## config.mk

```make
export PLATFORM = sky130hd
export DESIGN_NAME = button_click_hold_classifier
export DESIGN_NICKNAME = d
export VERILOG_FILES = /design/src/bchc_pkg.sv /design/src/bchc_step.sv /design/src/bchc_obuf.sv /design/src/button_click_hold_classifier.sv
export SDC_FILE = /design/constraint.sdc
export NUM_CORES = 1
export LEC_CHECK = 0
export BUFFER_PORTS_ARGS = -buffer_cell sky130_fd_sc_hd__buf_2
export CAP_MARGIN = 0
export CORE_ASPECT_RATIO = 1.5
export CORE_UTILIZATION = 40
export DETAILED_ROUTE_END_ITERATION = 6
export PLACE_DENSITY = 0.67
export RECOVER_POWER = 25
export SETUP_SLACK_MARGIN = 0.2
export SLEW_MARGIN = 20
export SYNTH_ARGS = -nofsm -noshare
export SYNTH_HDL_FRONTEND = slang
export SYNTH_SLANG_ARGS = --single-unit
export TNS_END_PERCENT = 30
```

## constraint.sdc

```tcl
create_clock -name i_clk -period 5.84 [get_ports i_clk]
set_input_delay 1.752 -clock i_clk [delete_from_list [all_inputs] [get_ports i_clk]]
set_output_delay 1.752 -clock i_clk [all_outputs]
set_load 0.02 [all_outputs]
```

## src/bchc_pkg.sv

```systemverilog
// Shared types and constants for the button click / hold classifier.
// No dependencies; every other file of the block imports this package.
`default_nettype none

package bchc_pkg;

    // Configuration register indexes.
    typedef enum logic [1:0] {
        CFG_DEBOUNCE     = 2'd0,
        CFG_HOLD         = 2'd1,
        CFG_SVC_TIMEOUT  = 2'd2,
        CFG_REL_DEBOUNCE = 2'd3
    } t_cfg_idx;

    localparam int CFG_IDX_W  = 2;
    localparam int CFG_DATA_W = 24;
    localparam int TIMEOUT_W  = 24;
    localparam int TICKS_W    = 16;
    localparam int IN_TDATA_W  = 8;
    localparam int OUT_TDATA_W = 8;

    localparam logic [TICKS_W-1:0]   DEBOUNCE_RST     = 16'd50;
    localparam logic [TICKS_W-1:0]   HOLD_RST         = 16'd5000;
    localparam logic [TIMEOUT_W-1:0] SVC_TIMEOUT_RST  = 24'd300000;
    localparam logic [TICKS_W-1:0]   REL_DEBOUNCE_RST = 16'd200;

    typedef struct packed {
        logic [TICKS_W-1:0]   debounce_ticks;
        logic [TICKS_W-1:0]   hold_ticks;
        logic [TIMEOUT_W-1:0] service_timeout_ticks;
        logic [TICKS_W-1:0]   release_debounce_ticks;
    } t_cfg;

    // Single-bit state flags of the classifier.
    typedef struct packed {
        logic in_service;
        logic lockout_active;
        logic held;
        logic release_seen;
        logic previous_level;
    } t_flags;

    // One result item; packed MSB first so bit 0 is toggle_pulse.
    typedef struct packed {
        logic lockout;
        logic service_mode;
        logic restart_pulse;
        logic enter_service_pulse;
        logic toggle_pulse;
    } t_result;

    localparam int RESULT_W = 5;

endpackage

`default_nettype wire

```

## src/bchc_step.sv

```systemverilog
// Next-state and result logic for one tick of the classifier.
// Purely combinational; depends on bchc_pkg.
`default_nettype none

module bchc_step #(
    parameter int COUNT_BITS = 24
) (
    input  wire bchc_pkg::t_cfg      i_cfg,
    input  wire                      i_level,
    input  wire bchc_pkg::t_flags    i_flags,
    input  wire [COUNT_BITS-1:0]     i_phase_count,
    input  wire [COUNT_BITS-1:0]     i_service_count,
    input  wire [COUNT_BITS-1:0]     i_release_count,
    output bchc_pkg::t_flags         o_flags,
    output logic [COUNT_BITS-1:0]    o_phase_count,
    output logic [COUNT_BITS-1:0]    o_service_count,
    output logic [COUNT_BITS-1:0]    o_release_count,
    output bchc_pkg::t_result        o_result
);
    import bchc_pkg::*;

    localparam int CMP_W = (COUNT_BITS > TIMEOUT_W) ? COUNT_BITS : TIMEOUT_W;
    localparam logic [COUNT_BITS-1:0] CNT_MAX = {COUNT_BITS{1'b1}};

    function automatic logic [COUNT_BITS-1:0] sat_inc(input logic [COUNT_BITS-1:0] v);
        return (v == CNT_MAX) ? v : v + 1'b1;
    endfunction

    always_comb begin
        t_flags                f;
        logic [COUNT_BITS-1:0] ph;
        logic [COUNT_BITS-1:0] sv;
        logic [COUNT_BITS-1:0] rl;
        logic                  toggle;
        logic                  enter;
        logic                  restart;

        f       = i_flags;
        ph      = i_phase_count;
        sv      = i_service_count;
        rl      = i_release_count;
        toggle  = 1'b0;
        enter   = 1'b0;
        restart = 1'b0;

        if (f.in_service) begin
            sv = sat_inc(sv);
            if (f.release_seen) begin
                rl = sat_inc(rl);
            end
            if (CMP_W'(sv) > CMP_W'(i_cfg.service_timeout_ticks)) begin
                restart = 1'b1;
            end
            // first release after entry arms the re-press check
            if (!i_level && f.previous_level && !f.release_seen) begin
                f.release_seen = 1'b1;
                rl = '0;
            end
            if (i_level && !f.previous_level && f.release_seen &&
                rl >= COUNT_BITS'(i_cfg.release_debounce_ticks)) begin
                restart = 1'b1;
            end
            f.previous_level = i_level;
            if (restart) begin
                f  = '0;
                ph = '0;
                sv = '0;
                rl = '0;
            end
        end else if (f.lockout_active) begin
            // button ignored, including on the tick the lockout ends
            ph = sat_inc(ph);
            if (ph >= COUNT_BITS'(i_cfg.debounce_ticks)) begin
                f.lockout_active = 1'b0;
            end
        end else begin
            if (f.held) begin
                ph = sat_inc(ph);
            end
            if (i_level && !f.held) begin
                f.held = 1'b1;
                ph = '0;
            end
            if (i_level && f.held && ph >= COUNT_BITS'(i_cfg.hold_ticks)) begin
                f.in_service     = 1'b1;
                f.release_seen   = 1'b0;
                f.previous_level = 1'b1;
                f.held           = 1'b0;
                sv    = '0;
                rl    = '0;
                enter = 1'b1;
            end else if (!i_level && f.held) begin
                toggle = (ph < COUNT_BITS'(i_cfg.hold_ticks));
                f.held           = 1'b0;
                f.lockout_active = 1'b1;
                ph = '0;
            end
        end

        o_flags         = f;
        o_phase_count   = ph;
        o_service_count = sv;
        o_release_count = rl;
        o_result.toggle_pulse        = toggle;
        o_result.enter_service_pulse = enter;
        o_result.restart_pulse       = restart;
        o_result.service_mode        = f.in_service;
        o_result.lockout             = f.lockout_active;
    end

endmodule

`default_nettype wire

```

## src/bchc_obuf.sv

```systemverilog
// Output holding register for result transfers.
// Depends on bchc_pkg; drives the master-side stream handshake.
`default_nettype none

module bchc_obuf (
    input  wire                 i_clk,
    input  wire                 i_rst_n,
    input  wire                 i_load,
    input  wire bchc_pkg::t_result i_result,
    output logic                o_room,
    output logic                o_tvalid,
    input  wire                 i_tready,
    output bchc_pkg::t_result   o_result
);
    import bchc_pkg::*;

    logic    r_valid;
    t_result r_result;

    // take a new result whenever the held one is gone or leaves this cycle
    assign o_room   = !r_valid || i_tready;
    assign o_tvalid = r_valid;
    assign o_result = r_result;

    always_ff @(posedge i_clk) begin
        if (!i_rst_n) begin
            r_valid <= 1'b0;
        end else if (o_room) begin
            r_valid <= i_load;
        end
    end

    always_ff @(posedge i_clk) begin
        if (i_load) begin
            r_result <= i_result;
        end
    end

endmodule

`default_nettype wire

```

## src/button_click_hold_classifier.sv

```systemverilog
// Top level of the button click / hold classifier: configuration registers,
// tick state registers, and the step and output stages. Depends on bchc_pkg.
// ---------------------------------------------------------------------------
// Usage
//   Input stream (s_axis): one transfer per time tick; tdata bit 0 is the
//   sampled button level (1 = pressed). Output stream (m_axis): one result
//   transfer per input tick carrying toggle, enter-service and restart
//   pulses plus the service-mode and lockout levels after that tick.
//   Configuration: write i_cfg_wdata to register i_cfg_index when i_cfg_we
//   is high; only write while no tick is in flight.
// Timing and throughput
//   A result appears on m_axis in the cycle after its tick transfers in. One
//   tick is accepted every cycle while m_axis does not stall; the state
//   update is a single pass of counter increments and compares between
//   the state registers and the output register.
// Reset
//   i_rst_n (synchronous, active low) clears all tick state, empties the
//   output register and loads the register defaults (50, 5000, 300000, 200).
//   A restart request returns the tick state to reset but keeps the
//   configuration registers.
// Stall
//   While a result waits on m_axis and i_m_axis_tready is low, s_axis is
//   held off; no tick is dropped. A result leaving frees room for the next
//   tick in the same cycle.
// ---------------------------------------------------------------------------
`default_nettype none

module button_click_hold_classifier #(
    parameter int COUNT_BITS = 24
) (
    input  wire                             i_clk,
    input  wire                             i_rst_n,
    // configuration write port
    input  wire                             i_cfg_we,
    input  wire [bchc_pkg::CFG_IDX_W-1:0]   i_cfg_index,
    input  wire [bchc_pkg::CFG_DATA_W-1:0]  i_cfg_wdata,
    // tick input stream
    input  wire                             i_s_axis_tvalid,
    output logic                            o_s_axis_tready,
    input  wire [bchc_pkg::IN_TDATA_W-1:0]  i_s_axis_tdata,  // [0] button_level
    // result output stream
    output logic                            o_m_axis_tvalid,
    input  wire                             i_m_axis_tready,
    // [0] toggle_pulse, [1] enter_service_pulse, [2] restart_pulse,
    // [3] service_mode, [4] lockout, [7:5] zero
    output logic [bchc_pkg::OUT_TDATA_W-1:0] o_m_axis_tdata
);
    import bchc_pkg::*;

    t_cfg                  r_cfg;
    t_flags                r_flags;
    logic [COUNT_BITS-1:0] r_phase_count;
    logic [COUNT_BITS-1:0] r_service_count;
    logic [COUNT_BITS-1:0] r_release_count;

    t_flags                n_flags;
    logic [COUNT_BITS-1:0] n_phase_count;
    logic [COUNT_BITS-1:0] n_service_count;
    logic [COUNT_BITS-1:0] n_release_count;
    t_result               n_result;
    t_result               w_out_result;
    logic                  w_room;
    logic                  w_accept;

    assign o_s_axis_tready = w_room;
    assign w_accept        = i_s_axis_tvalid && w_room;

    // configuration registers; unused high data bits are dropped per register
    always_ff @(posedge i_clk) begin
        if (!i_rst_n) begin
            r_cfg.debounce_ticks         <= DEBOUNCE_RST;
            r_cfg.hold_ticks             <= HOLD_RST;
            r_cfg.service_timeout_ticks  <= SVC_TIMEOUT_RST;
            r_cfg.release_debounce_ticks <= REL_DEBOUNCE_RST;
        end else if (i_cfg_we) begin
            unique case (t_cfg_idx'(i_cfg_index))
                CFG_DEBOUNCE:     r_cfg.debounce_ticks         <= i_cfg_wdata[TICKS_W-1:0];
                CFG_HOLD:         r_cfg.hold_ticks             <= i_cfg_wdata[TICKS_W-1:0];
                CFG_SVC_TIMEOUT:  r_cfg.service_timeout_ticks  <= i_cfg_wdata[TIMEOUT_W-1:0];
                CFG_REL_DEBOUNCE: r_cfg.release_debounce_ticks <= i_cfg_wdata[TICKS_W-1:0];
                default: ;
            endcase
        end
    end

    bchc_step #(
        .COUNT_BITS (COUNT_BITS)
    ) u_step (
        .i_cfg           (r_cfg),
        .i_level         (i_s_axis_tdata[0]),
        .i_flags         (r_flags),
        .i_phase_count   (r_phase_count),
        .i_service_count (r_service_count),
        .i_release_count (r_release_count),
        .o_flags         (n_flags),
        .o_phase_count   (n_phase_count),
        .o_service_count (n_service_count),
        .o_release_count (n_release_count),
        .o_result        (n_result)
    );

    // advance tick state on every accepted tick
    always_ff @(posedge i_clk) begin
        if (!i_rst_n) begin
            r_flags         <= '0;
            r_phase_count   <= '0;
            r_service_count <= '0;
            r_release_count <= '0;
        end else if (w_accept) begin
            r_flags         <= n_flags;
            r_phase_count   <= n_phase_count;
            r_service_count <= n_service_count;
            r_release_count <= n_release_count;
        end
    end

    bchc_obuf u_obuf (
        .i_clk    (i_clk),
        .i_rst_n  (i_rst_n),
        .i_load   (w_accept),
        .i_result (n_result),
        .o_room   (w_room),
        .o_tvalid (o_m_axis_tvalid),
        .i_tready (i_m_axis_tready),
        .o_result (w_out_result)
    );

    assign o_m_axis_tdata = {{(OUT_TDATA_W-RESULT_W){1'b0}}, w_out_result};

`ifndef SYNTH
    // service mode and click lockout are mutually exclusive
    a_mode_excl: assert property (@(posedge i_clk) disable iff (!i_rst_n)
        !(r_flags.in_service && r_flags.lockout_active))
        else $error("service mode and lockout active together");

    // a restart result always reports the cleared state
    a_restart_clears: assert property (@(posedge i_clk) disable iff (!i_rst_n)
        (o_m_axis_tvalid && w_out_result.restart_pulse) |->
            (!w_out_result.service_mode && !w_out_result.lockout))
        else $error("restart result with service mode or lockout set");

    // entering service reports service mode and never a toggle
    a_enter_mode: assert property (@(posedge i_clk) disable iff (!i_rst_n)
        (o_m_axis_tvalid && w_out_result.enter_service_pulse) |->
            (w_out_result.service_mode && !w_out_result.toggle_pulse))
        else $error("enter pulse without service mode");

    // an accepted tick always leaves a result waiting on the next cycle
    a_accept_result: assert property (@(posedge i_clk) disable iff (!i_rst_n)
        w_accept |=> o_m_axis_tvalid)
        else $error("accepted tick produced no result");
`endif

endmodule

`default_nettype wire

```

==> impl_results.md <==
* Initial drt markers at about 630
* Layout cells sized above 1 at 0.102
* Max frequency at between 150 and 200 MHz
* DRC Markers at 0
* Total clock buffers created by CTS at 17
* Root Buffer: clkbuf_16
* Cell taking the most area after synthesis: dfxtp_1
* Internal power at ~1.8 mW
* Core area at between 20000 and 30000 um2
* Slowest cell on the critical path: o41a_4
* Critical Path End Type: register
* Post-synth EDFFs at 5
* Total GRT Usage at 0.241
* Final nets at 1490
* Crit path DAT at roughly 5.5 ns
* DP Wirelength at 23.3 mm
* Clock-pin slew on the worst setup and hold paths at 0.07 ns
* Seq pwr share at 0.439
* Worst stage delay on the critical path at ~0.53 ns
* Area after DPL at approximately 11000 um2
* Largest cells by area after synthesis: dfxtp_1 29%, ha_1 9.0%, nand2_1 9.0%, a21oi_1 5.3%, inv_1 3.4%
* Most common cell in the netlist: nand2_1
* Layout area overhead at 10.0%
* Distinct cells, synth at between 90 and 100
* Gr ovfl total at 0
* Reg2Reg Launch Point: r_release_count[0]
* CTS tree: yes
* Max-slew headroom at -0.504
* RSZ-0062 raised after global routing: no
* CP Cell Sequence: ha_1 -> and4_2 -> nand4_1 -> o21a_1 -> and4_1 -> nand4_1 -> or2_2 -> a21oi_1 -> ha_1 -> o21ai_0 -> o22ai_1 -> nor4_1 -> o221ai_2 -> o41a_4 -> nor2_4 -> buf_4 -> nor2_1 -> a221oi_1
* Pin count of the biggest net entering global routing at 41
* Post-synth top area share at 0.286
* Routed vias at roughly 9900
* CP top delay family: simple AND/OR/NAND/NOR gates
* Startpoint Class: register
* Via-to-Cell Ratio at about 5.7
* Bufs on Longest Clock Path at 2
* Initial core utilization at 0.407
* Clk pwr share at 0.447
* Mean Syn Cell Area at approximately 7.7 um2
* Synthesized cell area at between 10000 and 15000 um2
* Number of global-route vias before repair at between 9000 and 10000
* Synth Flop Type: dfxtp_1
* Critical path type: register to register
* Pwr Density at ~220 nW/um2
* Final-report hold violation count at 0
* Clock sink count at between 150 and 200
* Sw Ratio at 0.271
* First-pass GRT wire length at 50.3 mm
* Die width at ~130 um
* Row Count at a little over 70
* Mapped Cells at 1369
* Post-synth ARST share at 0
* Bufs and invs on worst path at 1
* Pleak at 4.48 nW
* Worst setup startpoint: r_release_count[0]
* Worst-Skew Late Latency at around 0.45 ns
* Post_cts resized at 0
* Die area at around 27000 um2
* Tcrit/Tclk final at 0.891
* Post-layout minimum cycle time at ~5.2 ns
* WL/cell at around 18 um
* Postcts setup bufs at 0
* Synthesized flop and latch total at 155
* Die Span Y at 200 um
* Failing checks: max-capacitance violations, max-slew violations
* ANT cells at 0
* Ports at approximately 50
* Post-synthesis sequential area ratio at 0.301
* Final setup margin at about 0.64 ns
* CTS Hold Bufs at 0
* Fin. max-slew vios at 40
* Post-synth top cells: 250 x nand2_1, 150 x dfxtp_1, 111 x a21oi_1
* Status: finished with violations
* Clock Skews at around 0.0091 ns
* Setup WS pre-CTS at between 0.4 and 0.5 ns
* Port Buffer Count at 38
* Synthesis Warnings at 0
* Router iterations before antenna repair at 5
* Detail Route Antenna Nets at 0
* Post-route cell area at approximately 12000 um2
* Max-cap violations at 1
* Worst Tran Pin Value at roughly 2.3 ns
* Routed WL at about 31 mm
* Worst Path Max Fanout at 8
* Switch Pwr at 687 uW
* CTS H-tree depth at 4
* Worst min path class: register to register
* Hold path start: r_cfg[18]
* Combinational Power Share at 0.114
* Peak VDD IR at 193 uV
* GPL Wtd Cong at 0.951
* Setup violators final at 0
* Setup TNS at 0 ns
* Worst EP required at slightly above 6 ns
* Antenna violations before repair at 0
-- kinds of logic (layout without fill, tap and decap cells) --
family,after synthesis,count (layout),synth area share
AOI/OAI and AO/OA,303,303,0.191
xor gates and xnor gates,56,56,0.0475
adders and majority gates,75,75,0.0895
buffers and inverters,177,195,0.0732
DFF,155,155,0.301
muxes,13,13,0.0127
other,1,3,0.000358
and+or+nand+nor,589,589,0.285
-- power groups by stage --
stage | Clock, mW | Combinational (mW) | Sequential, mW
6_report | 1.13 | 0.289 | 1.11
5_1_grt | 1.20 | 0.315 | 1.12
4_1_cts | 1.16 | 0.288 | 1.11
3_5_place_dp | 0 | 0.287 | 1.14
3_3_place_gp | 0 | 0.282 | 1.14
2_1_floorplan | 0 | 0.187 | 1.13
-- final timing paths --
path | endpoint | slack (ns) | cells past startpoint
max reg2reg | r_flags[4] | 0.64 | 18
max | r_flags[4] | 0.64 | 18
min reg2reg | r_cfg[18] | 0.45 | 2
min | r_cfg[18] | 0.45 | 2
-- metal layers --
| layer | routed length (um) | track usage | vias to the layer above | part of all wire |
|---|---|---|---|---|
| li1 | - | - | 4863 | - |
| met1 | 12500 | 0.266 | 4697 | 0.40 |
| met2 | 16100 | 0.425 | 218 | 0.51 |
| met3 | 1210 | 0.0410 | 81 | 0.039 |
| met4 | 1600 | 0.144 | 0 | 0.051 |
| met5 | 0 | 0 | - | 0 |
-- registers in the layout (all words and copies together) (netlist names) --
name and flops:
r_cfg 72, r_phase_count 24, r_release_count 24, r_service_count 24
r_flags 5, u_obuf.o_result 5, u_obuf.o_tvalid 1
-- through the flow --
step	cells	util	total power, mW	hold WS, ns
finish	1722	0.448	2.54	0.454
global route	1722	0.448	2.63	0.472
CTS	1722	0.448	2.56	0.456
detailed placement	1690	0.425	1.42	0.448
global placement	1690	0.425	1.42	0.442
floorplan	1371	-	1.32	0.436
-- worst reg2reg max path, cell delays in order (launching register included) --
cell and delay, ns:
dfxtp_1 0.34, ha_1 0.24, and4_2 0.27, nand4_1 0.27, o21a_1 0.29, and4_1 0.29
nand4_1 0.14, or2_2 0.30, a21oi_1 0.30, ha_1 0.31, o21ai_0 0.18, o22ai_1 0.14
nor4_1 0.33, o221ai_2 0.20, o41a_4 0.53, nor2_4 0.27, buf_4 0.21, nor2_1 0.12
a221oi_1 0.35
-- area by class of cell --
| cell class | instances | area, um2 |
|---|---|---|
| clock buffer | 19 | 433 |
| clock inverter | 13 | 151 |
| fill | 2602 | 14200 |
| inverter | 94 | 353 |
| multi-input combinational | 1039 | 6590 |
| sequential | 155 | 3150 |
| tap | 333 | 417 |
| timing repair buffer | 69 | 435 |
-- placed cells by master, fill, tap and decap left out, drive strengths merged, types with 8 or more instances in the layout --
| master | count |
|---|---|
| nor2 | 70 |
| xnor2 | 36 |
| o21ai | 49 |
| nand2 | 251 |
| and2 | 12 |
| buf | 61 |
| nand4 | 45 |
| nand3 | 65 |
| or4 | 12 |
| nand2b | 17 |
| o211ai | 36 |
| ha | 75 |
| or3 | 11 |
| nor2b | 9 |
| nor4 | 13 |
| dfxtp | 150 |
| nor3 | 25 |
| a21oi | 111 |
| or2 | 9 |
| and3 | 17 |
| a31oi | 12 |
| xor2 | 20 |
| clkbuf | 27 |
| o22ai | 8 |
| a21o | 15 |
| and4 | 13 |
| a32o | 8 |
| inv | 94 |
| mux2i | 11 |
| a211oi | 11 |
No activity file was read; power rests on OpenSTA's default activity.
